File: src/rtl/core/pce_pkg.sv
package pce_pkg;

	localparam int PIECES = 3;
	localparam int ORDER  = 3;

	localparam int XW     = 16;
	localparam int REGW   = 64;
	localparam int HALFW  = 32;
	localparam int AW     = 45;
	localparam int DW     = XW + 1;
	localparam int FRAC   = 15;
	localparam int LO_W   = 24;
	localparam int HI_W   = AW - LO_W;
	localparam int PROD_W = AW + DW;
	localparam int IDXW   = 3;
	localparam int EW     = 2;
	localparam int PW     = (PIECES > 1) ? $clog2(PIECES) : 1;
	localparam int JW     = $clog2(ORDER + 1);
	localparam int STAGES = 2 * ORDER + 2;
	localparam int SUMW   = AW + $clog2(PIECES);
	localparam int RW     = 32;

	localparam logic signed [PROD_W-1:0] RND_BIAS = PROD_W'(2 ** (FRAC - 1));
	localparam logic [RW-1:0] RESP_MAX = 32'h7FFF_FFFF;
	localparam logic [RW-1:0] RESP_MIN = 32'h8000_0000;

	typedef logic signed [AW-1:0] acc_t;
	typedef logic signed [DW-1:0] dist_t;
	typedef logic [XW-1:0]        pos_t;
	typedef acc_t [ORDER:0]       coef_set_t;

	typedef struct packed {
		logic [REGW-1:0]              p0_low;
		logic [PIECES-1:0][REGW-1:0]  p_high;
		logic [REGW-1:0]              edges;
	} cfg_t;

	typedef enum logic [IDXW-1:0] {
		REG_P0_LOW  = 3'd0,
		REG_P0_HIGH = 3'd1,
		REG_P1_HIGH = 3'd2,
		REG_P2_HIGH = 3'd3,
		REG_EDGES   = 3'd4
	} cfg_idx_t;

	typedef enum logic [1:0] {
		SEQ_IDLE,
		SEQ_MUL,
		SEQ_ADD,
		SEQ_WRB
	} seq_state_t;

	function automatic acc_t half_at(logic [REGW-1:0] r, logic upper);
		logic signed [HALFW-1:0] h;
		h = upper ? r[REGW-1:HALFW] : r[HALFW-1:0];
		return acc_t'(h);
	endfunction

	function automatic pos_t edge_at(logic [REGW-1:0] edges, logic [EW-1:0] k);
		return edges[k * XW +: XW];
	endfunction

	function automatic coef_set_t piece_coefs(cfg_t cfg, logic [PW-1:0] p, acc_t d0, acc_t d1);
		coef_set_t c;
		c[0] = (p == '0) ? half_at(cfg.p0_low, 1'b0) : d0;
		c[1] = (p == '0) ? half_at(cfg.p0_low, 1'b1) : d1;
		for (int j = 2; j <= ORDER; j++) begin
			c[j] = half_at(cfg.p_high[p], j == 3);
		end
		return c;
	endfunction

	function automatic acc_t times_small(acc_t c, logic [JW-1:0] j);
		acc_t r;
		r = '0;
		for (int b = 0; b < JW; b++) begin
			if (j[b]) begin
				r = r + (c <<< b);
			end
		end
		return r;
	endfunction

endpackage

File: src/rtl/core/pce_mulr.sv
module pce_mulr import pce_pkg::*; (
	input  logic  clk,
	input  logic  en_a,
	input  logic  en_b,
	input  acc_t  a,
	input  dist_t b,
	input  acc_t  addend,
	output acc_t  q
);

	logic signed [LO_W:0]        a_lo;
	logic signed [HI_W-1:0]      a_hi;
	logic signed [LO_W+DW:0]     pl_q;
	logic signed [HI_W+DW-1:0]   ph_q;
	acc_t                        ad_q;
	logic signed [PROD_W-1:0]    prod;
	logic signed [PROD_W-1:0]    sh;
	acc_t                        q_n;
	acc_t                        q_q;

	assign a_lo = $signed({1'b0, a[LO_W-1:0]});
	assign a_hi = a[AW-1:LO_W];

	always_ff @(posedge clk) begin
		if (en_a) begin
			pl_q <= a_lo * b;
			ph_q <= a_hi * b;
			ad_q <= addend;
		end
	end

	always_comb begin
		prod = (PROD_W'(ph_q) <<< LO_W) + PROD_W'(pl_q);
		sh   = (prod + RND_BIAS) >>> FRAC;
		q_n  = acc_t'(sh[AW-1:0]) + ad_q;
	end

	always_ff @(posedge clk) begin
		if (en_b) begin
			q_q <= q_n;
		end
	end

	assign q = q_q;

endmodule

File: src/rtl/core/pce_coef_seq.sv
module pce_coef_seq import pce_pkg::*; (
	input  logic clk,
	input  logic arst_n,
	input  cfg_t cfg,
	input  logic cfg_wr,
	output logic ready,
	output acc_t dc0 [0:PIECES-1],
	output acc_t dc1 [0:PIECES-1]
);

	seq_state_t      state_q, state_n;
	logic            dirty_q, dirty_n;
	logic [PW-1:0]   p_q, p_n;
	logic [JW-1:0]   j_q, j_n;
	logic            slope_q, slope_n;
	logic            first_q, first_n;
	logic            wr0, wr1;
	acc_t            dc0_q [0:PIECES-1];
	acc_t            dc1_q [0:PIECES-1];
	coef_set_t       cs;
	pos_t            e_lo, e_hi;
	dist_t           len;
	acc_t            init, addend, mul_a, q;

	assign cs   = piece_coefs(cfg, p_q, dc0_q[p_q], dc1_q[p_q]);
	assign e_lo = edge_at(cfg.edges, EW'(p_q));
	assign e_hi = edge_at(cfg.edges, EW'(p_q) + EW'(1));
	assign len  = $signed({1'b0, e_hi}) - $signed({1'b0, e_lo});

	assign init   = slope_q ? times_small(cs[ORDER], JW'(ORDER)) : cs[ORDER];
	assign addend = slope_q ? times_small(cs[j_q], j_q) : cs[j_q];
	assign mul_a  = first_q ? init : q;

	pce_mulr u_mulr (
		.clk    (clk),
		.en_a   (state_q == SEQ_MUL),
		.en_b   (state_q == SEQ_ADD),
		.a      (mul_a),
		.b      (len),
		.addend (addend),
		.q      (q)
	);

	always_ff @(posedge clk or negedge arst_n) begin
		if (!arst_n) begin
			state_q <= SEQ_IDLE;
			dirty_q <= 1'b0;
			p_q     <= '0;
			j_q     <= '0;
			slope_q <= 1'b0;
			first_q <= 1'b0;
		end else begin
			state_q <= state_n;
			dirty_q <= dirty_n;
			p_q     <= p_n;
			j_q     <= j_n;
			slope_q <= slope_n;
			first_q <= first_n;
		end
	end

	always_ff @(posedge clk or negedge arst_n) begin
		if (!arst_n) begin
			for (int i = 0; i < PIECES; i++) begin
				dc0_q[i] <= '0;
				dc1_q[i] <= '0;
			end
		end else begin
			if (wr0) begin
				dc0_q[p_q + PW'(1)] <= q;
			end
			if (wr1) begin
				dc1_q[p_q + PW'(1)] <= q;
			end
		end
	end

	always_comb begin
		state_n = state_q;
		dirty_n = dirty_q;
		p_n     = p_q;
		j_n     = j_q;
		slope_n = slope_q;
		first_n = first_q;
		wr0     = 1'b0;
		wr1     = 1'b0;
		case (state_q)
			SEQ_IDLE: begin
				if (dirty_q) begin
					dirty_n = 1'b0;
					p_n     = '0;
					j_n     = JW'(ORDER - 1);
					slope_n = 1'b0;
					first_n = 1'b1;
					state_n = SEQ_MUL;
				end
			end
			SEQ_MUL: begin
				first_n = 1'b0;
				state_n = SEQ_ADD;
			end
			SEQ_ADD: begin
				if (j_q == JW'(slope_q)) begin
					state_n = SEQ_WRB;
				end else begin
					j_n     = j_q - JW'(1);
					state_n = SEQ_MUL;
				end
			end
			SEQ_WRB: begin
				j_n     = JW'(ORDER - 1);
				first_n = 1'b1;
				if (!slope_q) begin
					wr0     = 1'b1;
					slope_n = 1'b1;
					state_n = SEQ_MUL;
				end else begin
					wr1     = 1'b1;
					slope_n = 1'b0;
					if (p_q == PW'(PIECES - 2)) begin
						state_n = SEQ_IDLE;
					end else begin
						p_n     = p_q + PW'(1);
						state_n = SEQ_MUL;
					end
				end
			end
			default: begin
				state_n = SEQ_IDLE;
			end
		endcase
		if (cfg_wr) begin
			state_n = SEQ_IDLE;
			dirty_n = 1'b1;
		end
	end

	assign ready = (state_q == SEQ_IDLE) && !dirty_q;
	assign dc0   = dc0_q;
	assign dc1   = dc1_q;

	a_wr_drops_ready: assert property (@(posedge clk) disable iff (!arst_n)
		cfg_wr |=> !ready)
		else $error("coefficient table reported ready right after a write");

	a_add_after_mul: assert property (@(posedge clk) disable iff (!arst_n)
		(state_q == SEQ_ADD) |-> ($past(state_q) == SEQ_MUL))
		else $error("accumulate step without a preceding multiply");

	a_piece_range: assert property (@(posedge clk) disable iff (!arst_n)
		(state_q != SEQ_IDLE) |-> (p_q <= PW'(PIECES - 2)))
		else $error("derivation ran past the last joined piece");

	a_term_range: assert property (@(posedge clk) disable iff (!arst_n)
		(state_q != SEQ_IDLE) |-> (j_q <= JW'(ORDER - 1)))
		else $error("Horner term index out of range");

endmodule
File: config.mk
export PLATFORM = sky130hd
export DESIGN_NAME = pce_coef_seq
export DESIGN_NICKNAME = d
export VERILOG_FILES = /design/src/rtl/core/pce_pkg.sv /design/src/rtl/core/pce_mulr.sv /design/src/rtl/core/pce_coef_seq.sv
export SDC_FILE = /design/constraint.sdc
export NUM_CORES = 2
export LEC_CHECK = 0
export ABC_AREA = 1
export BUFFER_PORTS_ARGS = -buffer_cell sky130_fd_sc_hd__buf_4
export CAP_MARGIN = 20
export CORE_ASPECT_RATIO = 1.1
export CORE_MARGIN = 5
export CORE_UTILIZATION = 67
export DETAILED_ROUTE_END_ITERATION = 8
export GPL_TIMING_DRIVEN = 0
export PLACE_DENSITY_LB_ADDON = 0.25
export SYNTH_ARGS = -nofsm -noshare
export SYNTH_HDL_FRONTEND = slang
export SYNTH_SLANG_ARGS = --single-unit
File: constraint.sdc
create_clock -name clk -period 21.9 [get_ports clk]
set_clock_uncertainty 0.05 [all_clocks]
set_input_delay 5.475 -clock clk [delete_from_list [all_inputs] [get_ports clk]]
set_output_delay 5.475 -clock clk [all_outputs]
set_load 0.005 [all_outputs]
==> impl_results.md, run 1 <==
* Register area share after synthesis at 19.4%
* Synthesized flop and latch total at 433
* Synthesis Warnings at 0
* Primary FF master, synth: dfrtp_1
* Tool error: [ERROR GRT-0116] Global routing finished with congestion. Check the congestion regions in the DRC Viewer.
* Post-synth ARST share at 64.4%
* Exit stage: global routing
* Most common cell in the netlist: nand2_1
* Core Rows at 115
* Vias in the first global route at 72000
* Hold Buf Count CTS at 0
* Leading area contributor after synthesis: fa_1
* Total grt overflow at 180
* Outcome: stopped before the end
* Die height at 324 microns
* Die extent in x at 295 microns
* Buffers on Ports at 593
* Post-synthesis cell count at 8082
* Post-synth top cells: nand2_1 (1741), inv_1 (1285), nor2_1 (950)
* Largest net degree at the start of global routing at 118
* Share of the synthesized area in the top cell type at 22.5%
* TritonCTS Buffers at 43
* Initial Util at 67.3%
* Clock Tree Buf Depth at 3
* Synth unique cells at 66
* Mean area per synthesized cell at 7.41 sq um
* Total Routing Usage GR at 73.4%
* Final GP Congestion at 1.29
* HPWL after detailed placement at 254 mm
* Post-CTS Setup Inserts at 0
* Synth top area cells: fa_1 (23%), dfrtp_1 (12%), nand2_1 (11%)
* First-pass GRT wire length at 506 mm
* # clock sinks at 433
* Root buffer cell: clkbuf_16
* PostCTS Resize Cnt at 0
* Mapped cell area at 59900 sq um
* Syn Nets at 9484
* Post-synth EDFFs at 154
* # IOs at 594
* H-tree depth at 2
kinds of logic after synthesis:
logic type	Yosys count	synth area share, %
AND/OR/NAND/NOR	3278	22.2
flip-flops	433	19.4
AO/OA/AOI/OAI	1486	14.2
buffers and inverters	1628	10.6
XOR/XNOR	178	2.64
adder cells (fa/ha/maj)	1079	31.0
metal layers:
layer | overflow | track usage, %
met5 | 0 | 22.5
met4 | 72 | 74.5
met3 | 4 | 58.3
met2 | 103 | 91.1
met1 | 1 | 71.8
per-stage QoR:
stage | setup WS, ns | area, sq um | instances
CTS | 7.98 | 67500 | 9941
detailed placement | 7.37 | 66100 | 9866
global placement | 7.39 | 65800 | 9845
floorplan | 9.27 | 59900 | 8082
==> inputs of run 2 (changes only) <==
--- a/config.mk
+++ b/config.mk
@@ -8,12 +8,11 @@
 export ABC_AREA = 1
 export BUFFER_PORTS_ARGS = -buffer_cell sky130_fd_sc_hd__buf_4
 export CAP_MARGIN = 20
-export CORE_ASPECT_RATIO = 1.1
 export CORE_MARGIN = 5
-export CORE_UTILIZATION = 67
+export CORE_UTILIZATION = 40
 export DETAILED_ROUTE_END_ITERATION = 8
 export GPL_TIMING_DRIVEN = 0
-export PLACE_DENSITY_LB_ADDON = 0.25
+export PLACE_DENSITY_LB_ADDON = 0.15
 export SYNTH_ARGS = -nofsm -noshare
 export SYNTH_HDL_FRONTEND = slang
 export SYNTH_SLANG_ARGS = --single-unit
==> impl_results.md, run 2 <==
* Outcome: complete, no violations
* P&R area growth vs syn at 15.7%
* Fmax at 0.0700 GHz
* Die extent in x at 397 microns (+35%)
* Req. time, crit path at 22.21 ns
* Leading area contributor after synthesis: fa_1
* TritonCTS Buffers at 49 (+14%)
* Post-synth EDFFs at 154 (unchanged)
* Final GP Congestion at 1.05 (-18%)
* Most common cell in the netlist: nand2_1
* Total Routing Usage GR at 42.8%
* Total grt overflow at 0
* Most used cell, CP: nand2_1
* Synthesis Warnings at 0 (unchanged)
* Synth Area in Compound Gates at 14.2% (unchanged)
* Vias in the first global route at 63400
* Max Transition Viols Final at 0
* DRC at 0
* Share of layout cells above drive strength 1 at 11.4%
* # clock sinks at 433 (unchanged)
* Post-synthesis simple-gate area fraction at 22.2% (unchanged)
* Via density per instance at 5.78
* Drt wl/cell at 31.7 microns
* Synth top area cells: fa_1 (23%), dfrtp_1 (12%), nand2_1 (11%)
* Fill count at 15700
* Synthesized flop and latch total at 433 (unchanged)
* Die height at 397 microns (+23%)
* RSZ-0062 raised after global routing: false
* CP max-delay cell: o31ai_2
* Clk Latency, worst-skew pair at 0.65 ns
* Synth unique cells at 66 (unchanged)
* TritonCTS clock tree: built
* Initial Util at 40.1% (-27 points)
* Core Rows at 142 (+23%)
* Share of the synthesized area in the top cell type at 22.5% (unchanged)
* Period utilization at 65.2%
* HP Class: reg2reg
* Worst-Margin Slew at 1.29 ns
* Final min period at 14.28 ns
* Primary FF master, synth: dfrtp_1
* H-tree depth at 2 (unchanged)
* DR pass1 iterations at 8
* Post-CTS Setup Inserts at 0 (unchanged)
* Nets@finish at 10200
* Mapped cell area at 59900 sq um (unchanged)
* Mean area per synthesized cell at 7.41 sq um (unchanged)
* Die Area at 158000 sq um
* Max Cap Violations at 0
* Post-synthesis cell count at 8082 (unchanged)
* Vias at 62700
* Antenna Nets Post-Route at 0
* Clock transition at path regs at 0.06 ns
* Max incr delay on CP at 1.02 ns
* Setup TNS at 0 ns
* Mux contribution to synthesized area at 0% (unchanged)
* # IOs at 594 (unchanged)
* Core box area at 149000 sq um
* Commonest non-fill, non-tap cell in the layout: nand2_1
* Worst setup SP type: input port
* Largest net degree at the start of global routing at 98
* Post-Synth Adder-Cell Area at 31.0% (unchanged)
* Reg-to-reg slack, setup at 8.69 ns
* Clock Tree Buf Depth at 3 (unchanged)
* Most frequent cells in the layout: nand2_1 (1741), inv_1 (1285), nor2_1 (950)
* Initial antenna violation count at 33
* PostCTS Resize Cnt at 0 (unchanged)
* DRT iter0 DRCs at 6548
* Post-synth ARST share at 64.4% (unchanged)
* Crit end category: flip-flop
* Syn Nets at 9484 (unchanged)
* Hold Fails Final Rpt at 0
* Root buffer cell: clkbuf_16
* First-pass GRT wire length at 477 mm
* Rel. slew slack at 13.4%
* Top fanout value on the critical path at 9
* Largest family of logic cells by synthesized area: adder cells
* Buffers on Ports at 593 (unchanged)
* Register area share after synthesis at 19.4% (unchanged)
* Setup-failing EPs final at 0
* HPWL after detailed placement at 289 mm (+14%)
* Hold Buf Count CTS at 0 (unchanged)
* Total Wirelength at 344 mm
* Setup CP Type: in2reg
* Post-synth top cells: nand2_1 (1741), inv_1 (1285), nor2_1 (950)
* CP arrival at 14.59 ns
* XOR/XNOR share of the synthesized area at 2.64% (unchanged)
run 2: cell counts after synthesis:
No cell type changed its count.
run 2: area by class of cell:
cell class / instances / area (sq um) / area share [%]
diodes: 18 / 45.0 / 0.0650
plain buffers: 311 / 1430 / 2.06
clock buffers: 62 / 1370 / 1.97
clock inverters: 27 / 365 / 0.527
inverters: 1317 / 4950 / 7.13
multi-input cells: 6021 / 42000 / 60.6
flip-flops and latches: 433 / 11600 / 16.7
well taps: 2016 / 2520 / 3.64
repair buffers: 632 / 5020 / 7.24
run 2: path summary, 6_finish.rpt:
| path | startpoint | to | cells after the start |
|---|---|---|---|
| max in group asynchronous | arst_n | dc1[72] | 3 |
| min reg2reg | dirty_q | dirty_q | 2 |
| min | dirty_q | dirty_q | 2 |
| max | cfg[174] | u_mulr.pl_q[40] | 35 |
| max reg2reg | p_q[0] | u_mulr.ph_q[35] | 33 |
| min in group asynchronous | arst_n | dc0[21] | 1 |
run 2: cells by family after synthesis:
kind of cell | Yosys count
AND/OR/NAND/NOR | 3278
buffers and inverters | 1628
AO/OA/AOI/OAI | 1486
adder cells (fa/ha/maj) | 1079
flip-flops | 433
XOR/XNOR | 178
run 2: metrics by stage:
stage	util, %	cell area, sq um	worst slack (ns)	std cells	hold slack [ns]
2_1_floorplan	-	59900	9.27	8082	0.393
3_3_place_gp	44.8	66900	6.61	10700	0.404
3_5_place_dp	45.1	67400	7.14	10700	0.409
4_1_cts	46.3	69100	7.77	10800	0.425
5_1_grt	46.4	69300	7.25	10800	0.471
6_report	46.4	69300	7.62	10800	0.423
run 2: worst max-delay path, delay by kind of cell:
kind | cells | cell delay [ns]
and+or+nand+nor | 14 | 2.07
AOI/OAI and AO/OA | 6 | 2.60
adders and majority gates | 8 | 3.81
xor gates and xnor gates | 1 | 0.14
buffers and inverters | 6 | 0.48
run 2: metal layers:
layer / GRT usage [%] / vias up / part of all wire, %
li1: - / 27100 / -
met2: 68.3 / 3455 / 45
met3: 8.76 / 1069 / 8.1
met5: 0 / - / 0.016
met4: 37.5 / 8 / 11
met1: 49.0 / 31000 / 36
Power of run 2 is left out: the tool's default activity adds up to more than one toggle a clock period on the data nets, which glitch-free logic cannot reach.
